**src/design/rope_pkg.sv**
```systemverilog
package rope_pkg;

    // Field widths and table size
    localparam int PAIRS       = 32;
    localparam int IDX_W       = 5;
    localparam int POS_W       = 16;
    localparam int ELEM_W      = 16;
    localparam int FREQ_W      = 32;
    localparam int SAMPLE_BITS = 16;
    localparam int FRAC_W      = SAMPLE_BITS - 2;

    // Coefficient range
    localparam int COEF_MAX = 32767;

    // CORDIC datapath: x/y carry FRAC bits below the coefficient LSB,
    // z is a binary angle with TURN_W fraction bits of a turn.
    localparam int ITER    = 44;
    localparam int SHIFT_W = 6;
    localparam int FRAC    = 34;
    localparam int XW      = 51;
    localparam int TURN_W  = 60;
    localparam int ZW      = 62;

    localparam real PI = 3.14159265358979323846;

    // Binary-angle units per radian
    localparam real TURN_PER_RAD = (2.0 ** TURN_W) / (2.0 * PI);

    typedef enum logic {
        KIND_LOAD   = 1'b0,
        KIND_ROTATE = 1'b1
    } t_kind;

    typedef struct packed {
        logic                     vld;
        logic [1:0]               quad;
        logic [IDX_W-1:0]         idx;
        logic signed [ELEM_W-1:0] x0;
        logic signed [ELEM_W-1:0] x1;
        logic signed [XW-1:0]     x;
        logic signed [XW-1:0]     y;
        logic signed [ZW-1:0]     z;
    } t_cell;

    // atan(2^-stage) as a binary angle, evaluated at elaboration
    function automatic logic signed [ZW-1:0] atan_turn(input int stage);
        real a;
        a = $atan(2.0 ** (-stage)) * TURN_PER_RAD;
        return ZW'(longint'(a));
    endfunction

    // Start vector length, pre-scaled by the inverse CORDIC gain
    function automatic logic signed [XW-1:0] gain_init();
        real k;
        k = 1.0;
        for (int i = 0; i < ITER; i++) begin
            k = k * ((1.0 + 2.0 ** (-2 * i)) ** (-0.5));
        end
        return XW'(longint'(32767.0 * k * (2.0 ** FRAC)));
    endfunction

    localparam logic signed [XW-1:0] X_INIT = gain_init();

endpackage

```
**src/design/rope_mix.sv**
```systemverilog
module rope_mix (
    input  logic                                 i_clk,
    input  logic                                 i_rst_n,
    input  logic                                 i_en,
    input  rope_pkg::t_cell                      i_cell,
    output logic                                 o_vld,
    output logic signed [rope_pkg::ELEM_W-1:0]   o_first,
    output logic signed [rope_pkg::ELEM_W-1:0]   o_second,
    output logic [rope_pkg::IDX_W-1:0]           o_pair
);

    localparam int PW = 2 * rope_pkg::ELEM_W;

    // Round a non-negative scaled value to a coefficient, half away from zero
    function automatic logic signed [rope_pkg::ELEM_W-1:0] coef_round(
        input logic signed [rope_pkg::XW-1:0] v
    );
        logic [rope_pkg::XW:0]              sum_r;
        logic [rope_pkg::XW-rope_pkg::FRAC:0] t;
        sum_r = {1'b0, v} + ((rope_pkg::XW+1)'(1) << (rope_pkg::FRAC - 1));
        t     = sum_r[rope_pkg::XW:rope_pkg::FRAC];
        if (v[rope_pkg::XW-1]) begin
            return '0;
        end else if (t > (rope_pkg::XW-rope_pkg::FRAC+1)'(rope_pkg::COEF_MAX)) begin
            return rope_pkg::ELEM_W'(rope_pkg::COEF_MAX);
        end else begin
            return t[rope_pkg::ELEM_W-1:0];
        end
    endfunction

    // Divide by 32768 rounding half away from zero, then saturate
    function automatic logic signed [rope_pkg::ELEM_W-1:0] scale_sat(
        input logic signed [PW:0] v
    );
        logic          neg;
        logic [PW:0]   mag;
        logic [PW+1:0] sum_r;
        logic [PW-14:0] m;
        neg   = v[PW];
        mag   = neg ? (PW+1)'(-v) : v;
        sum_r = {1'b0, mag} + (PW+2)'(16384);
        m     = sum_r[PW+1:15];
        if (neg) begin
            if (m >= (PW-13)'(32768)) begin
                return {1'b1, {(rope_pkg::ELEM_W-1){1'b0}}};
            end else begin
                return rope_pkg::ELEM_W'(-m);
            end
        end else begin
            if (m >= (PW-13)'(32767)) begin
                return {1'b0, {(rope_pkg::ELEM_W-1){1'b1}}};
            end else begin
                return m[rope_pkg::ELEM_W-1:0];
            end
        end
    endfunction

    logic signed [rope_pkg::ELEM_W-1:0] sn;
    logic signed [rope_pkg::ELEM_W-1:0] cs;
    logic signed [rope_pkg::ELEM_W-1:0] n_s;
    logic signed [rope_pkg::ELEM_W-1:0] n_c;

    logic                               r_m1_vld;
    logic signed [rope_pkg::ELEM_W-1:0] r_m1_s;
    logic signed [rope_pkg::ELEM_W-1:0] r_m1_c;
    logic signed [rope_pkg::ELEM_W-1:0] r_m1_x0;
    logic signed [rope_pkg::ELEM_W-1:0] r_m1_x1;
    logic [rope_pkg::IDX_W-1:0]         r_m1_idx;

    logic                               r_m2_vld;
    logic signed [PW-1:0]               r_m2_x0c;
    logic signed [PW-1:0]               r_m2_x1s;
    logic signed [PW-1:0]               r_m2_x0s;
    logic signed [PW-1:0]               r_m2_x1c;
    logic [rope_pkg::IDX_W-1:0]         r_m2_idx;

    // Fold the first-quadrant pair out to the full circle
    always_comb begin
        sn = coef_round(i_cell.y);
        cs = coef_round(i_cell.x);
        unique case (i_cell.quad)
            2'd0: begin n_s = sn;  n_c = cs;  end
            2'd1: begin n_s = cs;  n_c = -sn; end
            2'd2: begin n_s = -sn; n_c = -cs; end
            2'd3: begin n_s = -cs; n_c = sn;  end
            default: begin n_s = sn; n_c = cs; end
        endcase
    end

    always_ff @(posedge i_clk) begin
        if (!i_rst_n) begin
            r_m1_vld <= 1'b0;
            r_m2_vld <= 1'b0;
        end else if (i_en) begin
            r_m1_vld <= i_cell.vld;
            r_m2_vld <= r_m1_vld;
        end
    end

    always_ff @(posedge i_clk) begin
        if (i_en) begin
            r_m1_s   <= n_s;
            r_m1_c   <= n_c;
            r_m1_x0  <= i_cell.x0;
            r_m1_x1  <= i_cell.x1;
            r_m1_idx <= i_cell.idx;
            r_m2_x0c <= r_m1_x0 * r_m1_c;
            r_m2_x1s <= r_m1_x1 * r_m1_s;
            r_m2_x0s <= r_m1_x0 * r_m1_s;
            r_m2_x1c <= r_m1_x1 * r_m1_c;
            r_m2_idx <= r_m1_idx;
        end
    end

    assign o_vld    = r_m2_vld;
    assign o_first  = scale_sat((PW+1)'(r_m2_x0c) - (PW+1)'(r_m2_x1s));
    assign o_second = scale_sat((PW+1)'(r_m2_x0s) + (PW+1)'(r_m2_x1c));
    assign o_pair   = r_m2_idx;

endmodule

```
**config.mk**
```make
export PLATFORM = sky130hd
export DESIGN_NAME = rope_mix
export DESIGN_NICKNAME = d
export VERILOG_FILES = /design/src/design/rope_pkg.sv /design/src/design/rope_mix.sv
export SDC_FILE = /design/constraint.sdc
export NUM_CORES = 2
export LEC_CHECK = 0
export ABC_AREA = 1
export BUFFER_PORTS_ARGS = -buffer_cell sky130_fd_sc_hd__buf_4
export CORE_ASPECT_RATIO = 0.6
export CORE_MARGIN = 4
export CORE_UTILIZATION = 66
export DETAILED_ROUTE_END_ITERATION = 10
export PLACE_DENSITY_LB_ADDON = 0.15
export SKIP_LAST_GASP = 1
export SYNTH_ARGS = -nofsm -noshare
export SYNTH_HDL_FRONTEND = slang
export SYNTH_SLANG_ARGS = --single-unit
```
**constraint.sdc**
```tcl
create_clock -name i_clk -period 7.8 [get_ports i_clk]
set_clock_uncertainty 0.15 [all_clocks]
set_input_delay 1.17 -clock i_clk [delete_from_list [all_inputs] [get_ports i_clk]]
set_output_delay 1.17 -clock i_clk [all_outputs]
set_load 0.05 [all_outputs]
```
; ---- After elaboration in Yosys (flattened, before gate mapping)
; Cells that the tools add are included.
[totals]
romBits = 0
in_bits = 207
register_bits = 204
ram_bits = 0
latch_bits = 0
word_cells = 52
memories = 0
out_inout_bits = 38
[op_classes]
muxes = 14
n_eq_ne = 3
n_lt_le_gt_ge = 6
n_reduce_logical = 1
addsub = 12
n_div = 0
multipliers = 4
shift = 0
n_bitwise = 0
[op_table]
columns = op, n
row1 = 16-bit two-way mux, 10
row2 = 16-bit by 16-bit multiplier with 32-bit output, 4
row3 = 16-bit case mux with 4 select lines, 2
row4 = 51-bit by 34-bit adder with 52-bit output (second input constant), 2
row5 = 33-bit by 15-bit adder with 34-bit output (second input constant), 2
row6 = 33-bit two-way mux, 2
row7 = 33-bit negator, 2
row8 = 16-bit negator, 4
row9 = 19-bit by 15-bit >= comparator with 1-bit output (second input constant), 2
row10 = 19-bit by 16-bit >= comparator with 1-bit output (second input constant), 2
row11 = 18-bit by 15-bit > comparator with 1-bit output (second input constant), 2
row12 = 32-bit by 32-bit adder with 33-bit output, 1
row13 = 32-bit by 32-bit subtractor with 33-bit output, 1
row14 = 2-bit == test (second input constant), 2
row15 = 2-bit by 1-bit == test with 1-bit output (second input constant), 1
row16 = 2-bit logical NOT, 1

; ---- Depth between registers and ports, before layout
[depth]
ltp_word = 7
mapped_depth = 36
ltp_nobuf = 36

; ---- Least setup slack after synthesis
; No wires, ideal clock.
[synth_path]
kind = reg-to-reg
from = register r_m1_c[1] in the netlist's numbering
to = register r_m2_x1c[31] (data pin)
arrival_time_ps = 6205
path_slack_ps = 1183
period_less_slack_ps = 6617
t_required_ps = 7388
path_stages_with_launch = 29
path_buffers = 1
setup_time_ps = 262
path_cell_list = edfxtp_1 > clkbuf_1 > nand2_1 > fa_1 > inv_1 > fa_1 > inv_1 > fa_1 > inv_1 > fa_1 > inv_1 > fa_1 > inv_1 > fa_1 > ha_1 > a21oi_1 > o21ai_0 > a21oi_1 > inv_1 > nand2_1 > nand2_1 > a21boi_0 > o21ai_0 > a21boi_0 > o21ai_0 > a21boi_0 > o21bai_1 > a21oi_1 > xor2_1
[synth_via]
elab_chain_len = 1
[synth_rtl]
columns = element, line
row1 = "start, declared", rope_mix.sv:65  ; logic signed [rope_pkg::ELEM_W-1:0] r_m1_c;
row2 = "start signal, assigned", rope_mix.sv:103  ; r_m1_c <= n_c;
row3 = 16-bit by 16-bit multiplier with 32-bit output, rope_mix.sv:110  ; r_m2_x1c <= r_m1_x1 * r_m1_c;
row4 = "end signal, assigned", rope_mix.sv:110
row5 = "end, declared", rope_mix.sv:74  ; logic signed [PW-1:0] r_m2_x1c;
; Every way passes these cells.
; A chain may end at the register's enable or synchronous reset.

; ---- Worst setup path in the final report
[layout_path]
from = register r_m1_c[7] in the netlist's numbering
to = register r_m2_x1c[31] (data pin)
; Same word-level chain as after synthesis.

==> impl_metrics.yaml <==
setup_path:
  critPathKind: "flop to flop"
  crit_top_cell: "fa_1"
  crit_path_start_kind: "flop"
  crit_fanout: 8
  crit_family: "adder cells"
  cpMaxStageDelayCell: "edfxtp_1"
  crit_arrival_ps: 7950
  slowest_delay_ps: 670
  worstPathRequired_ps: 8140
  critPathCaptureType: "flop"
  path_buf_inv: 8
cts:
  cts_max_path_buffers: 3
  clkTransAtPathRegs_ps: 90
  cts_hold_buf: 0
  cts_tree: "yes"
  htreeDepth: 1
  cts_buffers: 26
  root_buffer: "clkbuf_16"
  clock_latency_ps: 630
  clock_sinks: 204
grt:
  grt_pass1_vias: 47200
  use_met2: 0.492
  grtUsageMet3: 0.145
  antenna_found_initial: 4
  overflow: 0
  grt_use_met1: 0.566
  track_usage: 0.372
  top_usage_layer: "met1"
  grt_max_degree: 134
  grt_pass1_wl_mm: 265
cells_and_area:
  final_net_count: 9158
  drive_gt1_frac: 0.0726
  area_growth_syn_to_layout_pct: 6.83
min_path:
  min_path_type: "flop to flop"
routing:
  vias_per_cell: 5.50
  ant_nets: 0
  wl_mm: 166
  wire_per_inst_um: 19.2
  drtIter0Drc: 5350
  dr.pass1.iters: 8
  vias: 47700
  drc: 0
timing:
  worstMarginPinSlew_ps: 1170
  rsz0062_at_grt: "true"
  clock.fmax_ghz: 0.131
  min_period_over_period: 0.976
  finalSetupTns_ps: 0
  hold_slack_ps: 276
  hold_viol: 0
  maxSlewViolCount: 0
  setup_viol: 0
  min_period_ps: 7610
  slew_headroom: 0.217
place:
  gp_congestion: 1.01
  io_buffers: 116
  hpwl_mm: 139
yosys:
  ys_seq_area_frac: 0.107
  syn_area_um2: 56900
  ys_ff_latch: 204
  synth_cell_types: 59
  synthCells: 7393
  synth_flop_cell: "edfxtp_1"
  synth-async-reset-ratio: 0
  syn_area_per_cell_um2: 7.70
  synth_fp_nets: 9052
  synth_edf_count: 202
  ys.warnings.count: 0
die:
  dieWidth_um: 387
  floorplan.initialDensity: 0.666
  die_y_um: 235
  core_area_um2: 85500
  num_io_pins: 245
  rows: 83
  die_area_um2: 91100
flow_run:
  maxCapViolations: 0
outcome:
  status: "completed"
[final cells by class]
| cell class | instances | area, µm² |
|---|---|---|
| diodes | 2 | 5.00 |
| multi-input cells | 4982 | 42400 |
| inverters | 1985 | 7460 |
| well taps | 1147 | 1440 |
| fillers | 6907 | 24700 |
| clock buffers | 26 | 651 |
| flip-flops and latches | 204 | 6110 |
| repair buffers | 300 | 2500 |
| clock inverters | 22 | 214 |
[cell usage in the layout, fill, tap and decap left out, types with 129 or more instances in the layout]
master,n
fa_1,1050
nor2_1,265
ha_1,402
edfxtp_1,202
buf_4,280
xor2_1,129
a21oi_1,207
nand3_1,277
inv_1,1954
nand2_1,2083
[per-layer routing]
layer  vias up  routed length, µm
met3       279              25700
met2      2705              63400
met5         -                477
met1     22800              71400
li1      21900                  -
met4        14               5130
[kinds of logic (layout without fill, tap and decap cells)]
family	after synthesis	in the layout	synth area share
other	0	2	0
adders and majority gates	1452	1452	0.458
buffers and inverters	2208	2333	0.147
xor gates and xnor gates	211	211	0.0328
DFF	204	204	0.107
AOI/OAI and AO/OA	386	386	0.0373
and+or+nand+nor	2932	2933	0.217
[sequential cells by signal, summed over array words and instances, names as in the netlist, 5 cells and up]
| signal | flops |
|---|---|
| r_m2_x0c | 32 |
| r_m2_x1s | 32 |
| r_m2_x1c | 32 |
| r_m1_x0 | 16 |
| r_m1_c | 16 |
| r_m1_idx | 5 |
| r_m2_x0s | 32 |
| r_m1_s | 16 |
| r_m1_x1 | 16 |
| o_pair | 5 |
[worst reg2reg max path: cells and delay by family, from the launching register on]
family	cells	cell delay [ps]
AO/OA/AOI/OAI	10	1830
XOR/XNOR	1	270
adder cells (fa/ha/maj)	7	3300
buffers and inverters	8	1010
flip-flops	1	670
AND/OR/NAND/NOR	3	250
[final timing paths]
check / from / to / slack (ps) / cells after the start
worst max-delay path: r_m1_c[7] / r_m2_x1c[31] / 190 / 29
worst min-delay path: r_m1_idx[3] / o_pair[3] / 280 / 0
worst max register to register: r_m1_c[7] / r_m2_x1c[31] / 190 / 29
worst min register to register: r_m1_idx[3] / o_pair[3] / 280 / 0
[synth_stat cells, types with 3 or more instances]
| master | instances | area share |
|---|---|---|
| nor2_2 | 42 | 0.0046 |
| ha_1 | 402 | 0.088 |
| nand3_2 | 21 | 0.0037 |
| o22ai_1 | 17 | 0.0019 |
| nand2_4 | 6 | 0.0012 |
| nand3_1 | 277 | 0.024 |
| or2_2 | 5 | 0.00055 |
| o31ai_1 | 4 | 0.00053 |
| nand4_1 | 88 | 0.0097 |
| o21bai_1 | 7 | 0.00092 |
| xnor2_1 | 81 | 0.012 |
| and2_1 | 5 | 0.00055 |
| nor3_2 | 3 | 0.00053 |
| clkinv_1 | 7 | 0.00046 |
| nand2_1 | 2083 | 0.14 |
| a31oi_1 | 5 | 0.00055 |
| nor2_4 | 14 | 0.0028 |
| o21ai_1 | 17 | 0.0015 |
| o2111ai_1 | 9 | 0.0014 |
| buf_1 | 3 | 0.00020 |
| nand2_2 | 71 | 0.0078 |
| edfxtp_1 | 202 | 0.11 |
| xor2_1 | 129 | 0.020 |
| nor2_1 | 265 | 0.017 |
| fa_1 | 1050 | 0.37 |
| o21ai_2 | 3 | 0.00046 |
| a21oi_1 | 207 | 0.018 |
| nor3_1 | 22 | 0.0019 |
| buf_4 | 4 | 0.00053 |
| a21oi_2 | 4 | 0.00062 |
| inv_1 | 1954 | 0.13 |
| buf_2 | 6 | 0.00053 |
| o21ai_0 | 87 | 0.0077 |
| nand3b_1 | 18 | 0.0024 |
| a21o_1 | 6 | 0.00079 |
| inv_2 | 22 | 0.0015 |
| nor4_1 | 3 | 0.00033 |
| clkbuf_1 | 200 | 0.013 |
| buf_6 | 10 | 0.0020 |
| o21a_1 | 3 | 0.00040 |
| a21boi_0 | 7 | 0.00092 |
[repair_timing]
item                                    4_1_cts  5_1_grt
buffers inserted                              0       14
endpoints found under the hold margin         0        0
resized for setup                             0        8
endpoints found under the setup margin        0       31
[metrics by stage]
stage | instance area [µm²] | setup slack, ps | cells | util
finish | 60800 | 188 | 8668 | 0.711
global route | 60800 | -64.2 | 8666 | 0.711
CTS | 60600 | 82.2 | 8651 | 0.709
detailed placement | 59700 | 260 | 8603 | 0.698
global placement | 59700 | 309 | 8603 | 0.698
floorplan | 56900 | 1180 | 7393 | -
Power is left out: the tool's default activity adds up to more than one toggle a clock period on the data nets, which glitch-free logic cannot reach.
